### config.mk
export PLATFORM = sky130hd
export DESIGN_NAME = serial_can_frame_deframer
export DESIGN_NICKNAME = d
export VERILOG_FILES = /design/src/hw/rtl/scd_pkg.sv /design/src/hw/rtl/scd_parse.sv /design/src/hw/rtl/serial_can_frame_deframer.sv
export SDC_FILE = /design/constraint.sdc
export NUM_CORES = 1
export LEC_CHECK = 0
export ABC_AREA = 1
export BUFFER_PORTS_ARGS = -buffer_cell sky130_fd_sc_hd__clkbuf_2
export CAP_MARGIN = 15
export CELL_PAD_IN_SITES_DETAIL_PLACEMENT = 2
export CELL_PAD_IN_SITES_GLOBAL_PLACEMENT = 2
export CORE_MARGIN = 2
export CORE_UTILIZATION = 33
export CTS_BUF_LIST = sky130_fd_sc_hd__clkbuf_4
export DETAILED_ROUTE_END_ITERATION = 10
export PLACE_DENSITY_LB_ADDON = 0.15
export SYNTH_ARGS = -nofsm -noshare
export SYNTH_HDL_FRONTEND = slang
export SYNTH_SLANG_ARGS = --single-unit
### constraint.sdc
create_clock -name aclk -period 11.41 [get_ports aclk]
set_clock_uncertainty 0.1 [all_clocks]
set_input_delay 2.282 -clock aclk [delete_from_list [all_inputs] [get_ports aclk]]
set_output_delay 2.282 -clock aclk [all_outputs]
set_load 0.01 [all_outputs]
### src/hw/rtl/scd_pkg.sv
// shared types and constants for the serial CAN frame deframer
package scd_pkg;

    localparam logic [7:0] SYNC_BYTE = 8'h55;
    localparam int unsigned ID_BYTES = 4;
    localparam int unsigned PAYLOAD_W = 64;

    typedef enum logic [5:0] {
        PH_SYNC  = 6'b000001,
        PH_FLAGS = 6'b000010,
        PH_ID    = 6'b000100,
        PH_LEN   = 6'b001000,
        PH_DATA  = 6'b010000,
        PH_CHECK = 6'b100000
    } phase_t;

    typedef struct packed {
        logic [31:0]          frame_id;
        logic                 extended_id;
        logic [3:0]           length;
        logic [PAYLOAD_W-1:0] payload;
    } frame_t;

endpackage

### src/hw/rtl/scd_parse.sv
// byte-wise frame parser: sync hunt, field capture, checksum and frame build
module scd_parse #(
    parameter int unsigned MAX_PAYLOAD = 8
) (
    input  logic            aclk,
    input  logic            aresetn,
    input  logic            take,
    input  logic [7:0]      rx_byte,
    output logic            fire,
    output scd_pkg::frame_t frame
);

    localparam int unsigned IDX_W = (MAX_PAYLOAD > 1) ? $clog2(MAX_PAYLOAD) : 1;

    scd_pkg::phase_t phase_reg, phase_next;
    logic        ext_reg, ext_next;
    logic [31:0] id_reg, id_next;
    logic [1:0]  id_cnt_reg, id_cnt_next;
    logic [3:0]  len_reg, len_next;
    logic [3:0]  dcnt_reg, dcnt_next;
    logic [7:0]  xor_reg, xor_next;
    logic [7:0]  store_reg [MAX_PAYLOAD];
    logic        store_we;
    logic [3:0]  dcnt_inc;

    assign dcnt_inc = dcnt_reg + 4'd1;

    always_comb begin
        phase_next  = phase_reg;
        ext_next    = ext_reg;
        id_next     = id_reg;
        id_cnt_next = id_cnt_reg;
        len_next    = len_reg;
        dcnt_next   = dcnt_reg;
        xor_next    = xor_reg;
        store_we    = 1'b0;
        fire        = 1'b0;
        unique case (phase_reg)
            scd_pkg::PH_FLAGS: begin
                ext_next    = rx_byte[0];
                xor_next    = xor_reg ^ rx_byte;
                id_next     = '0;
                id_cnt_next = '0;
                phase_next  = scd_pkg::PH_ID;
            end
            scd_pkg::PH_ID: begin
                id_next  = id_reg | ({24'd0, rx_byte} << {id_cnt_reg, 3'b000});
                xor_next = xor_reg ^ rx_byte;
                id_cnt_next = id_cnt_reg + 2'd1;
                if (id_cnt_reg == 2'(scd_pkg::ID_BYTES - 1)) begin
                    phase_next = scd_pkg::PH_LEN;
                end
            end
            scd_pkg::PH_LEN: begin
                if (rx_byte > 8'(MAX_PAYLOAD)) begin
                    phase_next = scd_pkg::PH_SYNC;
                end else begin
                    len_next   = rx_byte[3:0];
                    xor_next   = xor_reg ^ rx_byte;
                    dcnt_next  = '0;
                    phase_next = (rx_byte[3:0] == 4'd0) ? scd_pkg::PH_CHECK
                                                         : scd_pkg::PH_DATA;
                end
            end
            scd_pkg::PH_DATA: begin
                store_we  = 1'b1;
                xor_next  = xor_reg ^ rx_byte;
                dcnt_next = dcnt_inc;
                if (dcnt_inc >= len_reg) begin
                    phase_next = scd_pkg::PH_CHECK;
                end
            end
            scd_pkg::PH_CHECK: begin
                phase_next = scd_pkg::PH_SYNC;
                fire       = (rx_byte == xor_reg);
            end
            default: begin
                // sync hunt, also recovers from illegal phase codes
                phase_next = scd_pkg::PH_SYNC;
                if (rx_byte == scd_pkg::SYNC_BYTE) begin
                    phase_next = scd_pkg::PH_FLAGS;
                    xor_next   = '0;
                end
            end
        endcase
    end

    always_ff @(posedge aclk) begin
        if (!aresetn) begin
            phase_reg  <= scd_pkg::PH_SYNC;
            ext_reg    <= 1'b0;
            id_reg     <= '0;
            id_cnt_reg <= '0;
            len_reg    <= '0;
            dcnt_reg   <= '0;
            xor_reg    <= '0;
        end else if (take) begin
            phase_reg  <= phase_next;
            ext_reg    <= ext_next;
            id_reg     <= id_next;
            id_cnt_reg <= id_cnt_next;
            len_reg    <= len_next;
            dcnt_reg   <= dcnt_next;
            xor_reg    <= xor_next;
        end
    end

    // payload bytes, only entries written in the current frame are read
    always_ff @(posedge aclk) begin
        if (take && store_we) begin
            store_reg[dcnt_reg[IDX_W-1:0]] <= rx_byte;
        end
    end

    always_comb begin
        frame.frame_id    = id_reg;
        frame.extended_id = ext_reg;
        frame.length      = len_reg;
        frame.payload     = '0;
        for (int i = 0; i < MAX_PAYLOAD; i++) begin
            if (4'(i) < len_reg) begin
                frame.payload[8*i +: 8] = store_reg[i];
            end
        end
    end

endmodule

### src/hw/rtl/serial_can_frame_deframer.sv
// serial CAN frame deframer: one byte per request in, one frame per good checksum out
// a frame appears on m_ in the cycle after its checksum byte is accepted
// throughput: one byte per cycle; s_ready drops only while a finished frame waits
// for m_ready, since the single output register holds one frame
// reset (aresetn low, synchronous) returns to sync hunt and empties the output
module serial_can_frame_deframer #(
    parameter int unsigned MAX_PAYLOAD = 8
) (
    input  logic        aclk,
    input  logic        aresetn,
    input  logic        s_valid,
    output logic        s_ready,
    input  logic [7:0]  s_rx_byte,
    output logic        m_valid,
    input  logic        m_ready,
    output logic [31:0] m_frame_id,
    output logic        m_extended_id,
    output logic [3:0]  m_length,
    output logic [63:0] m_payload
);

    logic            take;
    logic            fire;
    scd_pkg::frame_t frame;
    scd_pkg::frame_t out_reg;
    logic            out_valid_reg, out_valid_next;

    assign s_ready = !out_valid_reg || m_ready;
    assign take    = s_valid && s_ready;

    scd_parse #(
        .MAX_PAYLOAD(MAX_PAYLOAD)
    ) u_parse (
        .aclk    (aclk),
        .aresetn (aresetn),
        .take    (take),
        .rx_byte (s_rx_byte),
        .fire    (fire),
        .frame   (frame)
    );

    always_comb begin
        out_valid_next = out_valid_reg && !m_ready;
        if (take && fire) begin
            out_valid_next = 1'b1;
        end
    end

    always_ff @(posedge aclk) begin
        if (!aresetn) begin
            out_valid_reg <= 1'b0;
        end else begin
            out_valid_reg <= out_valid_next;
        end
    end

    always_ff @(posedge aclk) begin
        if (take && fire) begin
            out_reg <= frame;
        end
    end

    assign m_valid       = out_valid_reg;
    assign m_frame_id    = out_reg.frame_id;
    assign m_extended_id = out_reg.extended_id;
    assign m_length      = out_reg.length;
    assign m_payload     = out_reg.payload;

endmodule
==> flow_summary.ini <==
[outcome]
status = complete, no violations

[place]
portBuffers = 114
dp.cells = 1142
gp_congestion = 0.7234
dp_hpwl_um = 13920

[pwr]
power_mw = 1.606
leakagePower_nw = 4.165
peakVddDrop_mv = 0.07226
p_per_area_nw_per_um2 = 159.3

[synthesis]
yosys.area.top_type = edfxtp_1
synth-seq-area-share = 0.7332
syn_inst = 706
yosysUniqueCellTypes = 29
yosys-top-cells-area = edfxtp_1 59%, dfxtp_1 14%, inv_1 6.4%, nor2_1 4.1%, nand2_1 4.0%
yosysTopAreaCellShare = 0.5940
synth_warnings = 0
postSynthAreaPerCell_um2 = 11.82
synth_seq_cells = 223
syn_area_um2 = 8342
syn-num-nets = 724

[die]
dieArea_um2 = 26570
start_util = 0.3342
rows = 58
core_area_um2 = 24960
die_w_um = 163.0
io_pins = 115
die_h_um = 163.0

[clock_network]
cts-htree-levels = 2
clockBufferDepth = 3
ctsResizeCount = 0
cts_sinks = 223
cts_tree = built
ctsHoldBuffers = 0
postCtsSetupRepairBufs = 0
root_buffer = clkbuf_4
insertion_delay_ps = 670
cts_made_buffers = 59
path_clk_slew_ps = 70

[hold_path]
hold_start = u_parse.id_reg[4]
hold_path_class = register to register

[timing]
final.period_utilization = 0.4387
worstMarginPinSlew_ps = 1125
setup_viol = 0
rsz0062_at_grt = no
tns_ps = 0
period_needed_ps = 5005
final_hold_viol_count = 0
relSlewSlack = 0.2439
drv_slew = 0
fmax_mhz = 199.8

[grt]
grt_pass1_vias = 6000
antenna_found_initial = 1
grt-ovfl-total = 0
grt_first_pass_wirelength_um = 32410
track_usage = 0.1589
grt_max_degree = 65

[layout]
final_cells = 1253
drive_above_1_share = 0.2722
final_core_util = 0.4038
nNetsFinal = 893
area_growth_pct = 20.85

[drt]
firstDrtPassIters = 4
route.detailed.drc = 0
wl_um = 20690
vias_per_cell = 4.347
initialDrtViolationCount = 196
antenna_left = 0
vias = 5447
avgRoutedWirePerCell_um = 16.52

[setup_path]
reg2reg_setup_slack_ps = 8900
critPathLaunch = m_ready
path_class = primary input to primary output
critical_path_arrival_ps = 2620
start_kind = primary input
worst-endpoint-required_ps = 9030
r2r-start = u_parse.phase_reg[0]
crit_path_end_kind = primary output
critical_path.max_fanout = 3

[job]
drv_cap = 0
[Yosys cell counts]
master	count
nor2_2	2
or2_2	1
and2_4	1
nand4_1	2
nand3b_1	1
edfxtp_1	165
nand3_2	1
buf_6	2
a31oi_1	1
clkbuf_1	5
a21oi_2	10
nor3_1	15
o21ai_1	2
buf_2	4
nand2_4	3
nand3_1	21
xor2_1	5
nor2_1	91
and2_1	1
nor2_8	3
nand2_2	7
dfxtp_1	58
o21ai_0	13
inv_2	3
ha_1	6
nand2_1	88
inv_1	143
a21oi_1	48
xnor2_1	4
[per-stage QoR]
step                      worst slack (ps)  area [µm²]  hold slack, ps
after floorplan                      973.8        8342           303.0
after global placement                6423        9295           314.8
after detailed placement              6398        9295           313.1
after CTS                             6397       10070           332.2
after global routing                  6377       10080           345.1
final                                 6405       10080           327.8
[where the power goes]
group / switching [mW] / internal, mW
clock network: 0.326 / 0.379
registers: 0.00169 / 0.865
logic: 0.0265 / 0.00792
total: 0.355 / 1.25
[per-layer routing]
layer | track usage | part of all wire | wire [µm] | vias up
met2 | 0.2876 | 0.52 | 10720 | 120
met4 | 0.05068 | 0.020 | 406 | 0
met3 | 0.03692 | 0.041 | 856 | 33
met5 | 0 | 0 | 0 | -
li1 | - | - | - | 2661
met1 | 0.1859 | 0.42 | 8716 | 2633
[cells in the final DEF (no fill, tap or decap), types with 4 or more instances in the layout]
master,count
xor2_1,5
xnor2_1,4
dfxtp_1,58
nand3_1,21
a21oi_1,48
a21oi_2,10
clkinv_1,9
nand2_2,7
ha_1,6
inv_2,5
nor2_1,91
clkbuf_2,114
clkbuf_4,97
nor3_1,14
inv_1,143
o21ai_0,13
nand2_1,88
edfxtp_1,165
[logic make-up after synthesis]
| kind of cell | after synthesis | share of synthesized area |
|---|---|---|
| and+or+nand+nor | 237 | 0.1263 |
| buffers and inverters | 157 | 0.07305 |
| adders and majority gates | 6 | 0.008999 |
| DFF | 223 | 0.7332 |
| xor gates and xnor gates | 9 | 0.009449 |
| AOI/OAI and AO/OA | 74 | 0.04905 |
[worst max-delay path: stages]
cell and delay [ps]:
clkbuf_2 80, inv_1 60, nand2_2 70, clkbuf_2 130
[path summary, 6_finish.rpt]
check | cells past startpoint | to
setup / recovery | 4 | s_ready
hold / removal | 0 | m_frame_id[4]
setup reg to reg | 8 | m_payload[36]
hold reg to reg | 0 | m_frame_id[4]
[area by class of cell]
class                           count  area, µm²
Antenna cell                        1      2.502
Multi-Input combinational cell    326       1625
Sequential cell                   223       6116
Clock inverter                     12      50.05
Timing Repair Buffer              119      605.6
Clock buffer                       96      720.7
Fill cell                        2684      14880
Tap cell                          330      412.9
Inverter                          146      548.0
(Power assumes the default switching activity.)
